<file path="src/hw/rtl/b64_pkg.sv">
`timescale 1ns / 1ps
`default_nettype none
// ----------------------------------------------------------------------------
// Base64 codec package
// Shared types, character constants and alphabet mapping functions.
// ----------------------------------------------------------------------------
package b64_pkg;

  localparam logic [7:0] PadChar   = 8'h3D;
  localparam logic       ModeEnc   = 1'b0;
  localparam logic       ModeDec   = 1'b1;

  // One completed group: up to four result bytes, first in data[0].
  typedef struct packed {
    logic [3:0][7:0] data;
    logic [2:0]      cnt;
    logic            last;
    logic            bad;
  } burst_t;

  typedef struct packed {
    logic       ok;
    logic [5:0] val;
  } sextet_t;

  function automatic logic [7:0] sextet_to_char(input logic [5:0] s);
    logic [7:0] w;
    w = {2'b00, s};
    if (s < 6'd26)       return w + 8'h41;
    else if (s < 6'd52)  return w + 8'h47;
    else if (s < 6'd62)  return w - 8'h04;
    else if (s == 6'd62) return 8'h2B;
    else                 return 8'h2F;
  endfunction

  function automatic sextet_t char_to_sextet(input logic [7:0] c);
    sextet_t    r;
    logic [7:0] d;
    r = '0;
    d = '0;
    if (c >= 8'h41 && c <= 8'h5A) begin
      d     = c - 8'h41;
      r.ok  = 1'b1;
      r.val = d[5:0];
    end else if (c >= 8'h61 && c <= 8'h7A) begin
      d     = c - 8'h47;
      r.ok  = 1'b1;
      r.val = d[5:0];
    end else if (c >= 8'h30 && c <= 8'h39) begin
      d     = c + 8'h04;
      r.ok  = 1'b1;
      r.val = d[5:0];
    end else if (c == 8'h2B) begin
      r.ok  = 1'b1;
      r.val = 6'd62;
    end else if (c == 8'h2F) begin
      r.ok  = 1'b1;
      r.val = 6'd63;
    end
    return r;
  endfunction

endpackage
`default_nettype wire

</file>
<file path="src/hw/rtl/b64_collect.sv">
`timescale 1ns / 1ps
`default_nettype none
// ----------------------------------------------------------------------------
// Base64 group collector
// Gathers input items into groups and hands each finished group on as a burst.
// ----------------------------------------------------------------------------
module b64_collect (
  input  wire logic            clk_i,
  input  wire logic            rst_ni,
  input  wire logic            cfg_we_i,
  input  wire logic            cfg_wdata_i,
  input  wire logic            in_valid_i,
  output logic                 in_ready_o,
  input  wire logic [7:0]      in_byte_i,
  input  wire logic            in_last_i,
  output logic                 burst_valid_o,
  output b64_pkg::burst_t      burst_o,
  input  wire logic            take_i
);

  logic            mode_q;
  logic [23:0]     bits_q, bits_d;
  logic [1:0]      cnt_q, cnt_d;
  logic [1:0]      pad_q, pad_d;
  logic            bad_q, bad_d;
  logic            pend_valid_q;
  b64_pkg::burst_t pend_q, burst_d;
  logic            done;
  logic            accept;

  logic [1:0]       epos;
  logic [23:0]      ebits;
  logic [23:0]      dbits;
  logic [2:0]       dn;
  logic [5:0]       v;
  b64_pkg::sextet_t sx;

  assign accept        = in_valid_i && in_ready_o;
  assign in_ready_o    = !pend_valid_q || take_i;
  assign burst_valid_o = pend_valid_q;
  assign burst_o       = pend_q;

  always_comb begin
    bits_d  = bits_q;
    cnt_d   = cnt_q;
    pad_d   = pad_q;
    bad_d   = bad_q;
    burst_d = '0;
    done    = 1'b0;
    epos    = (cnt_q == 2'd3) ? 2'd2 : cnt_q;
    ebits   = bits_q;
    dbits   = bits_q;
    dn      = {1'b0, cnt_q} + 3'd1;
    v       = '0;
    sx      = b64_pkg::char_to_sextet(in_byte_i);
    if (mode_q == b64_pkg::ModeEnc) begin
      unique case (epos)
        2'd0:    ebits[23:16] = bits_q[23:16] | in_byte_i;
        2'd1:    ebits[15:8]  = bits_q[15:8]  | in_byte_i;
        default: ebits[7:0]   = bits_q[7:0]   | in_byte_i;
      endcase
      done              = (epos == 2'd2) || in_last_i;
      bits_d            = ebits;
      cnt_d             = epos + 2'd1;
      burst_d.data[0]   = b64_pkg::sextet_to_char(ebits[23:18]);
      burst_d.data[1]   = b64_pkg::sextet_to_char(ebits[17:12]);
      burst_d.data[2]   = (epos != 2'd0) ? b64_pkg::sextet_to_char(ebits[11:6])
                                         : b64_pkg::PadChar;
      burst_d.data[3]   = (epos == 2'd2) ? b64_pkg::sextet_to_char(ebits[5:0])
                                         : b64_pkg::PadChar;
      burst_d.cnt       = 3'd4;
      burst_d.last      = in_last_i;
      burst_d.bad       = 1'b0;
    end else begin
      if (in_byte_i == b64_pkg::PadChar) begin
        if (cnt_q == 2'd0) begin
          bad_d = 1'b1;
        end else if (pad_q == 2'd0) begin
          pad_d = cnt_q;
        end
      end else begin
        v = sx.val;
        if (!sx.ok) bad_d = 1'b1;
      end
      unique case (cnt_q)
        2'd0:    dbits[23:18] = bits_q[23:18] | v;
        2'd1:    dbits[17:12] = bits_q[17:12] | v;
        2'd2:    dbits[11:6]  = bits_q[11:6]  | v;
        default: dbits[5:0]   = bits_q[5:0]   | v;
      endcase
      done   = (cnt_q == 2'd3) || in_last_i;
      bits_d = dbits;
      cnt_d  = dn[1:0];
      if (cnt_q != 2'd3 && pad_d == 2'd0) pad_d = dn[1:0];
      burst_d.data[0] = dbits[23:16];
      burst_d.data[1] = dbits[15:8];
      burst_d.data[2] = dbits[7:0];
      burst_d.data[3] = 8'h00;
      priority if (pad_d == 2'd0) burst_d.cnt = 3'd3;
      else if (pad_d == 2'd3)     burst_d.cnt = 3'd2;
      else                        burst_d.cnt = 3'd1;
      burst_d.last = in_last_i;
      burst_d.bad  = bad_d;
      if (!done) pad_d = (in_byte_i == b64_pkg::PadChar && cnt_q != 2'd0 &&
                          pad_q == 2'd0) ? cnt_q : pad_q;
    end
  end

  always_ff @(posedge clk_i or negedge rst_ni) begin
    if (!rst_ni) begin
      mode_q       <= b64_pkg::ModeEnc;
      bits_q       <= '0;
      cnt_q        <= '0;
      pad_q        <= '0;
      bad_q        <= 1'b0;
      pend_valid_q <= 1'b0;
    end else begin
      if (cfg_we_i) begin
        mode_q <= cfg_wdata_i;
        bits_q <= '0;
        cnt_q  <= '0;
        pad_q  <= '0;
        bad_q  <= 1'b0;
      end else if (accept) begin
        if (done) begin
          bits_q <= '0;
          cnt_q  <= '0;
          pad_q  <= '0;
          bad_q  <= 1'b0;
        end else begin
          bits_q <= bits_d;
          cnt_q  <= cnt_d;
          pad_q  <= pad_d;
          bad_q  <= bad_d;
        end
      end
      if (accept && done) begin
        pend_valid_q <= 1'b1;
      end else if (take_i) begin
        pend_valid_q <= 1'b0;
      end
    end
  end

  always_ff @(posedge clk_i) begin
    if (accept && done) begin
      pend_q <= burst_d;
    end
  end

`ifndef SYNTH
  a_enc_count: assert property (@(posedge clk_i) disable iff (!rst_ni)
    (mode_q == b64_pkg::ModeEnc) |-> (cnt_q != 2'd3))
    else $error("encode group count out of range");
  a_burst_cnt: assert property (@(posedge clk_i) disable iff (!rst_ni)
    pend_valid_q |-> (pend_q.cnt != 3'd0 && pend_q.cnt <= 3'd4))
    else $error("burst length out of range");
  a_pend_hold: assert property (@(posedge clk_i) disable iff (!rst_ni)
    (pend_valid_q && !take_i) |=> (pend_valid_q && $stable(pend_q)))
    else $error("pending burst lost");
`endif

endmodule
`default_nettype wire

</file>
<file path="src/hw/rtl/b64_emit.sv">
`timescale 1ns / 1ps
`default_nettype none
// ----------------------------------------------------------------------------
// Base64 result emitter
// Holds one burst and sends its bytes out one transaction per cycle while out_ready_i is high.
// ----------------------------------------------------------------------------
module b64_emit (
  input  wire logic            clk_i,
  input  wire logic            rst_ni,
  input  wire logic            burst_valid_i,
  input  wire b64_pkg::burst_t burst_i,
  output logic                 take_o,
  output logic                 out_valid_o,
  input  wire logic            out_ready_i,
  output logic [7:0]           out_byte_o,
  output logic                 out_last_o,
  output logic                 out_bad_o
);

  logic            valid_q;
  logic [3:0][7:0] data_q;
  logic [2:0]      rem_q;
  logic            last_q;
  logic            bad_q;
  logic            xfer;
  logic            final_x;

  assign xfer        = valid_q && out_ready_i;
  assign final_x     = xfer && (rem_q == 3'd1);
  assign take_o      = burst_valid_i && (!valid_q || final_x);
  assign out_valid_o = valid_q;
  assign out_byte_o  = data_q[0];
  assign out_last_o  = last_q && (rem_q == 3'd1);
  assign out_bad_o   = bad_q;

  always_ff @(posedge clk_i or negedge rst_ni) begin
    if (!rst_ni) begin
      valid_q <= 1'b0;
      rem_q   <= '0;
    end else if (take_o) begin
      valid_q <= 1'b1;
      rem_q   <= burst_i.cnt;
    end else if (xfer) begin
      valid_q <= (rem_q != 3'd1);
      rem_q   <= rem_q - 3'd1;
    end
  end

  always_ff @(posedge clk_i) begin
    if (take_o) begin
      data_q <= burst_i.data;
      last_q <= burst_i.last;
      bad_q  <= burst_i.bad;
    end else if (xfer) begin
      data_q <= {8'h00, data_q[3:1]};
    end
  end

`ifndef SYNTH
  a_rem_range: assert property (@(posedge clk_i) disable iff (!rst_ni)
    valid_q |-> (rem_q != 3'd0 && rem_q <= 3'd4))
    else $error("remaining count out of range");
  a_rem_step: assert property (@(posedge clk_i) disable iff (!rst_ni)
    (xfer && rem_q > 3'd1) |=> (valid_q && rem_q == $past(rem_q) - 3'd1))
    else $error("burst cut short");
  a_take_free: assert property (@(posedge clk_i) disable iff (!rst_ni)
    take_o |-> (!valid_q || final_x))
    else $error("burst overwritten");
`endif

endmodule
`default_nettype wire

</file>
<file path="src/hw/rtl/base64_codec_top.sv">
`timescale 1ns / 1ps
`default_nettype none
// ----------------------------------------------------------------------------
// Base64 codec
// Base64 encoder/decoder with a mode register and stream ports.
// ----------------------------------------------------------------------------
// A group's first result passes the collector's burst register, then the emitter's register.
// Output: one result per cycle while m_axis_tready is high; a burst holds 4 (encode) or 1-3 bytes.
// Input: one item per cycle while the burst register is free; in encode the input
// waits on the output, which sends one result at a time.
// Reset clears mode to encode and drops any partial group and pending results.
module base64_codec_top (
  input  wire logic        clk_i,
  input  wire logic        rst_ni,
  input  wire logic        cfg_we_i,
  input  wire logic        cfg_wdata_i,   // mode: 0 encode, 1 decode
  input  wire logic        s_axis_tvalid,
  output logic             s_axis_tready,
  input  wire logic [7:0]  s_axis_tdata,  // [7:0] in_byte
  input  wire logic        s_axis_tlast,
  output logic             m_axis_tvalid,
  input  wire logic        m_axis_tready,
  output logic [7:0]       m_axis_tdata,  // [7:0] out_byte
  output logic             m_axis_tlast,
  output logic             m_axis_tuser   // [0] bad_char
);

  logic            burst_valid;
  b64_pkg::burst_t burst;
  logic            take;

  b64_collect u_collect (
    .clk_i        (clk_i),
    .rst_ni       (rst_ni),
    .cfg_we_i     (cfg_we_i),
    .cfg_wdata_i  (cfg_wdata_i),
    .in_valid_i   (s_axis_tvalid),
    .in_ready_o   (s_axis_tready),
    .in_byte_i    (s_axis_tdata),
    .in_last_i    (s_axis_tlast),
    .burst_valid_o(burst_valid),
    .burst_o      (burst),
    .take_i       (take)
  );

  b64_emit u_emit (
    .clk_i        (clk_i),
    .rst_ni       (rst_ni),
    .burst_valid_i(burst_valid),
    .burst_i      (burst),
    .take_o       (take),
    .out_valid_o  (m_axis_tvalid),
    .out_ready_i  (m_axis_tready),
    .out_byte_o   (m_axis_tdata),
    .out_last_o   (m_axis_tlast),
    .out_bad_o    (m_axis_tuser)
  );

endmodule
`default_nettype wire
</file>
<file path="config.mk">
export PLATFORM = sky130hd
export DESIGN_NAME = base64_codec_top
export DESIGN_NICKNAME = d
export VERILOG_FILES = /design/src/hw/rtl/b64_pkg.sv /design/src/hw/rtl/b64_collect.sv /design/src/hw/rtl/b64_emit.sv /design/src/hw/rtl/base64_codec_top.sv
export SDC_FILE = /design/constraint.sdc
export NUM_CORES = 1
export LEC_CHECK = 0
export ABC_AREA = 1
export BUFFER_PORTS_ARGS = -buffer_cell sky130_fd_sc_hd__buf_4
export CAP_MARGIN = 20
export CORE_MARGIN = 5
export CORE_UTILIZATION = 40
export DETAILED_ROUTE_END_ITERATION = 8
export HOLD_SLACK_MARGIN = 0.05
export PLACE_DENSITY_LB_ADDON = 0.12
export SLEW_MARGIN = 0
export SYNTH_ARGS = -nofsm -noshare
export SYNTH_HDL_FRONTEND = slang
export SYNTH_SLANG_ARGS = --single-unit
</file>
<file path="constraint.sdc">
create_clock -name clk_i -period 4 [get_ports clk_i]
set_input_delay 1 -clock clk_i [delete_from_list [all_inputs] [get_ports clk_i]]
set_output_delay 1 -clock clk_i [all_outputs]
set_load 0.1 [all_outputs]
</file>
==> metrics <==
status=complete, no violations; Avg Inst Size Synth=7.68 um2; Post-Syn Area=7310 um2; clock slew at reported path FFs=0.07 ns; vias in the first global route=5685; CTS tree=done; setup tns final=0 ns; clock skew=0.00927 ns; gate count of the mapped netlist=952; Die Wd=145 um; remaining global-route overflow=0; CP bufs+invs=4; FF+latch count, synth=106; Fin. Hold Viols=0; Detailed Place HPWL=14700 um; Syn Nets=1009; first-pass GRT wire length=31900 um; Crit-path slowest cell=a21oi_1; RSZ-0062 raised after global routing=no; CP Max Fanout=8; footprint of the multi-input gates=3680 um2; Final min period=3.24 ns; residual DRC count=0; hold slack=0.421 ns; Detailed Route WL=20100 um; maxcap violations=0; leakage power=0.00377 uW; Vias=6079; Hold Crit Depth=0; worst-skew pair later-pin latency=0.35 ns; Worst path most repeated cell=inv_1; # hold bufs at CTS=0; Hold Path Class=flip-flop to flip-flop; largest net degree at the start of global routing=39; Worst Slack Setup Final=0.756 ns; Max Buffers Root-to-Sink=2; Initial DRC Count=548; Total Routing Usage GR=18.8%; Antenna Cells=0; Die Y=145 um; post-placement setup slack=0.603 ns; Data arrival, critical path=3.34 ns; post-CTS sizing=0; PD cells=487 nW/um2; total CTS buffers=9; slew margin rel.=42.3%; layout net count=1021; most common cell after layout, fill and taps aside=nand2_1; H-tree depth=3; worst path required time=4.10 ns; drt pass-1 iters=5; period utilization=81.1%; Tightest Pin Transition=0.865 ns; sequential-to-total area share from yosys stat=41.2%; final RePlAce weighted congestion=0.951; share of layout cells above drive strength 1=10.3%; core region area=18000 um2; synth unique cells=44; Slew Limit Fails=0; most frequent cells in the layout=331 x nand2_1, 101 x inv_1, 75 x nand3_1; Root Buffer Master=clkbuf_16; crit path launch type=flip-flop; FP Rows=49; CP Class=flip-flop to flip-flop; final setup vio count=0; FF/Latch Area=3010 um2; initial antenna violation count=0; number of nets with antenna violations after routing=0; vias per cell=5.08; Synth warnings=0; die area=21100 um2; Worst path top cell family by delay=compound AO/OA/AOI/OAI gates; Fmax=308 MHz; IO Count=27; Worst setup EP type=flip-flop; WL per Instance=16.8 um; Worst path max stage delay=0.61 ns; CTS Sinks=106; Starting Density=40.7%; Port Buffers=26; CP cell instances=inv_1 > ha_1 > a21oi_1 > inv_1 > ha_1 > inv_1 > o21ai_1 > a21oi_2 > inv_2 > nand3_1 > o211ai_1 > o21a_1; postcts setup bufs=0; VDD IR max=0.543 mV; critical path depth=12; # fillers=1842; Syn-to-layout area delta=8.89%; r2r worst-path depth=12
-- worst reg2reg max path: stages (launching register included) --
cell and delay (ns):
dfrtp_1 0.44, inv_1 0.16, ha_1 0.36, a21oi_1 0.62
inv_1 0.25, ha_1 0.30, inv_1 0.09, o21ai_1 0.08
a21oi_2 0.19, inv_2 0.11, nand3_1 0.08, o211ai_1 0.11
o21a_1 0.21
-- metrics by stage --
step	total power, uW	std cells	utilization [%]	area [um2]
after CTS	3890	1197	44.3	7960
after global placement	3070	1182	42.8	7690
after detailed placement	3060	1182	42.8	7690
after floorplan	2690	952	-	7310
final	3870	1197	44.3	7960
after global routing	4100	1197	44.3	7960
-- power by group --
| group | internal (uW) | leakage [uW] | total, uW | switching, uW |
|---|---|---|---|---|
| sequential | 1450 | 0.00115 | 1530 | 86.6 |
| combinational | 388 | 0.00249 | 1500 | 1110 |
| clock | 425 | 0.000127 | 837 | 412 |
-- cells in the mapped netlist (all sizes together) --
cell / instances / area share [%]
o22ai: 3 / 0.26
a21oi: 41 / 3.5
nand2: 335 / 17
nand4: 7 / 0.60
nor2: 54 / 3.2
a41oi: 2 / 0.24
o21a: 1 / 0.10
o2111ai: 1 / 0.12
xor2: 25 / 3.0
nand3: 76 / 5.3
nor3: 3 / 0.27
buf: 23 / 2.0
a22oi: 1 / 0.10
dfrtp: 35 / 12
xnor2: 6 / 0.72
a32oi: 1 / 0.12
a31oi: 1 / 0.086
a31o: 2 / 0.24
o31ai: 2 / 0.21
a211oi: 1 / 0.27
edfxtp: 71 / 29
ha: 42 / 7.2
o211ai: 13 / 1.4
o311ai: 3 / 0.36
clkbuf: 10 / 0.51
clkinv: 2 / 0.10
inv: 118 / 6.1
o21ai: 73 / 5.5
-- routing by layer --
| layer | vias to the layer above | global-route usage, % | share of wire [%] |
|---|---|---|---|
| li1 | 3114 | - | - |
| met1 | 2800 | 28.7 | 51 |
| met2 | 141 | 27.9 | 43 |
| met3 | 24 | 1.87 | 3.9 |
| met4 | 0 | 5.88 | 2.2 |
| met5 | - | 0 | 0 |
-- final cells by class --
cell class | count | share of cell area, %
well taps | 229 | 3.60
repair buffers | 34 | 3.21
inverters | 120 | 5.69
clock buffers | 10 | 2.88
flip-flops and latches | 106 | 37.8
clock inverters | 5 | 0.503
multi-input cells | 693 | 46.3
-- registers in the layout, indices dropped and copies added (netlist names), 2 cells and up --
register	cells
u_emit.data_q	24
u_collect.pad_q	2
u_collect.bits_q	24
u_emit.rem_q	3
u_collect.cnt_q	2
u_emit.out_byte_o	8
u_collect.burst_o	37
-- cell families after synthesis --
family | share of synthesized area (%)
adders and majority gates | 7.19
buffers and inverters | 8.72
AOI/OAI and AO/OA | 12.5
and+or+nand+nor | 26.7
xor gates and xnor gates | 3.72
DFF | 41.2
-- path summary, 6_finish.rpt --
path                                           startpoint                          endpoint  slack (ns)
setup / recovery           u_collect.cnt_q[1]$_DFFE_PN0P_   u_collect.burst_o[25]$_DFFE_PP_        0.76
hold / removal             u_collect.burst_o[1]$_DFFE_PP_           u_emit.last_q$_DFFE_PP_        0.42
setup reg to reg           u_collect.cnt_q[1]$_DFFE_PN0P_   u_collect.burst_o[25]$_DFFE_PP_        0.76
hold reg to reg            u_collect.burst_o[1]$_DFFE_PP_           u_emit.last_q$_DFFE_PP_        0.42
max in group asynchronous                          rst_ni    u_collect.cnt_q[0]$_DFFE_PN0P_        2.98
min in group asynchronous                          rst_ni  u_collect.bits_q[15]$_DFFE_PN0P_        0.64
Note: power is estimated with default switching activity, not from simulation.
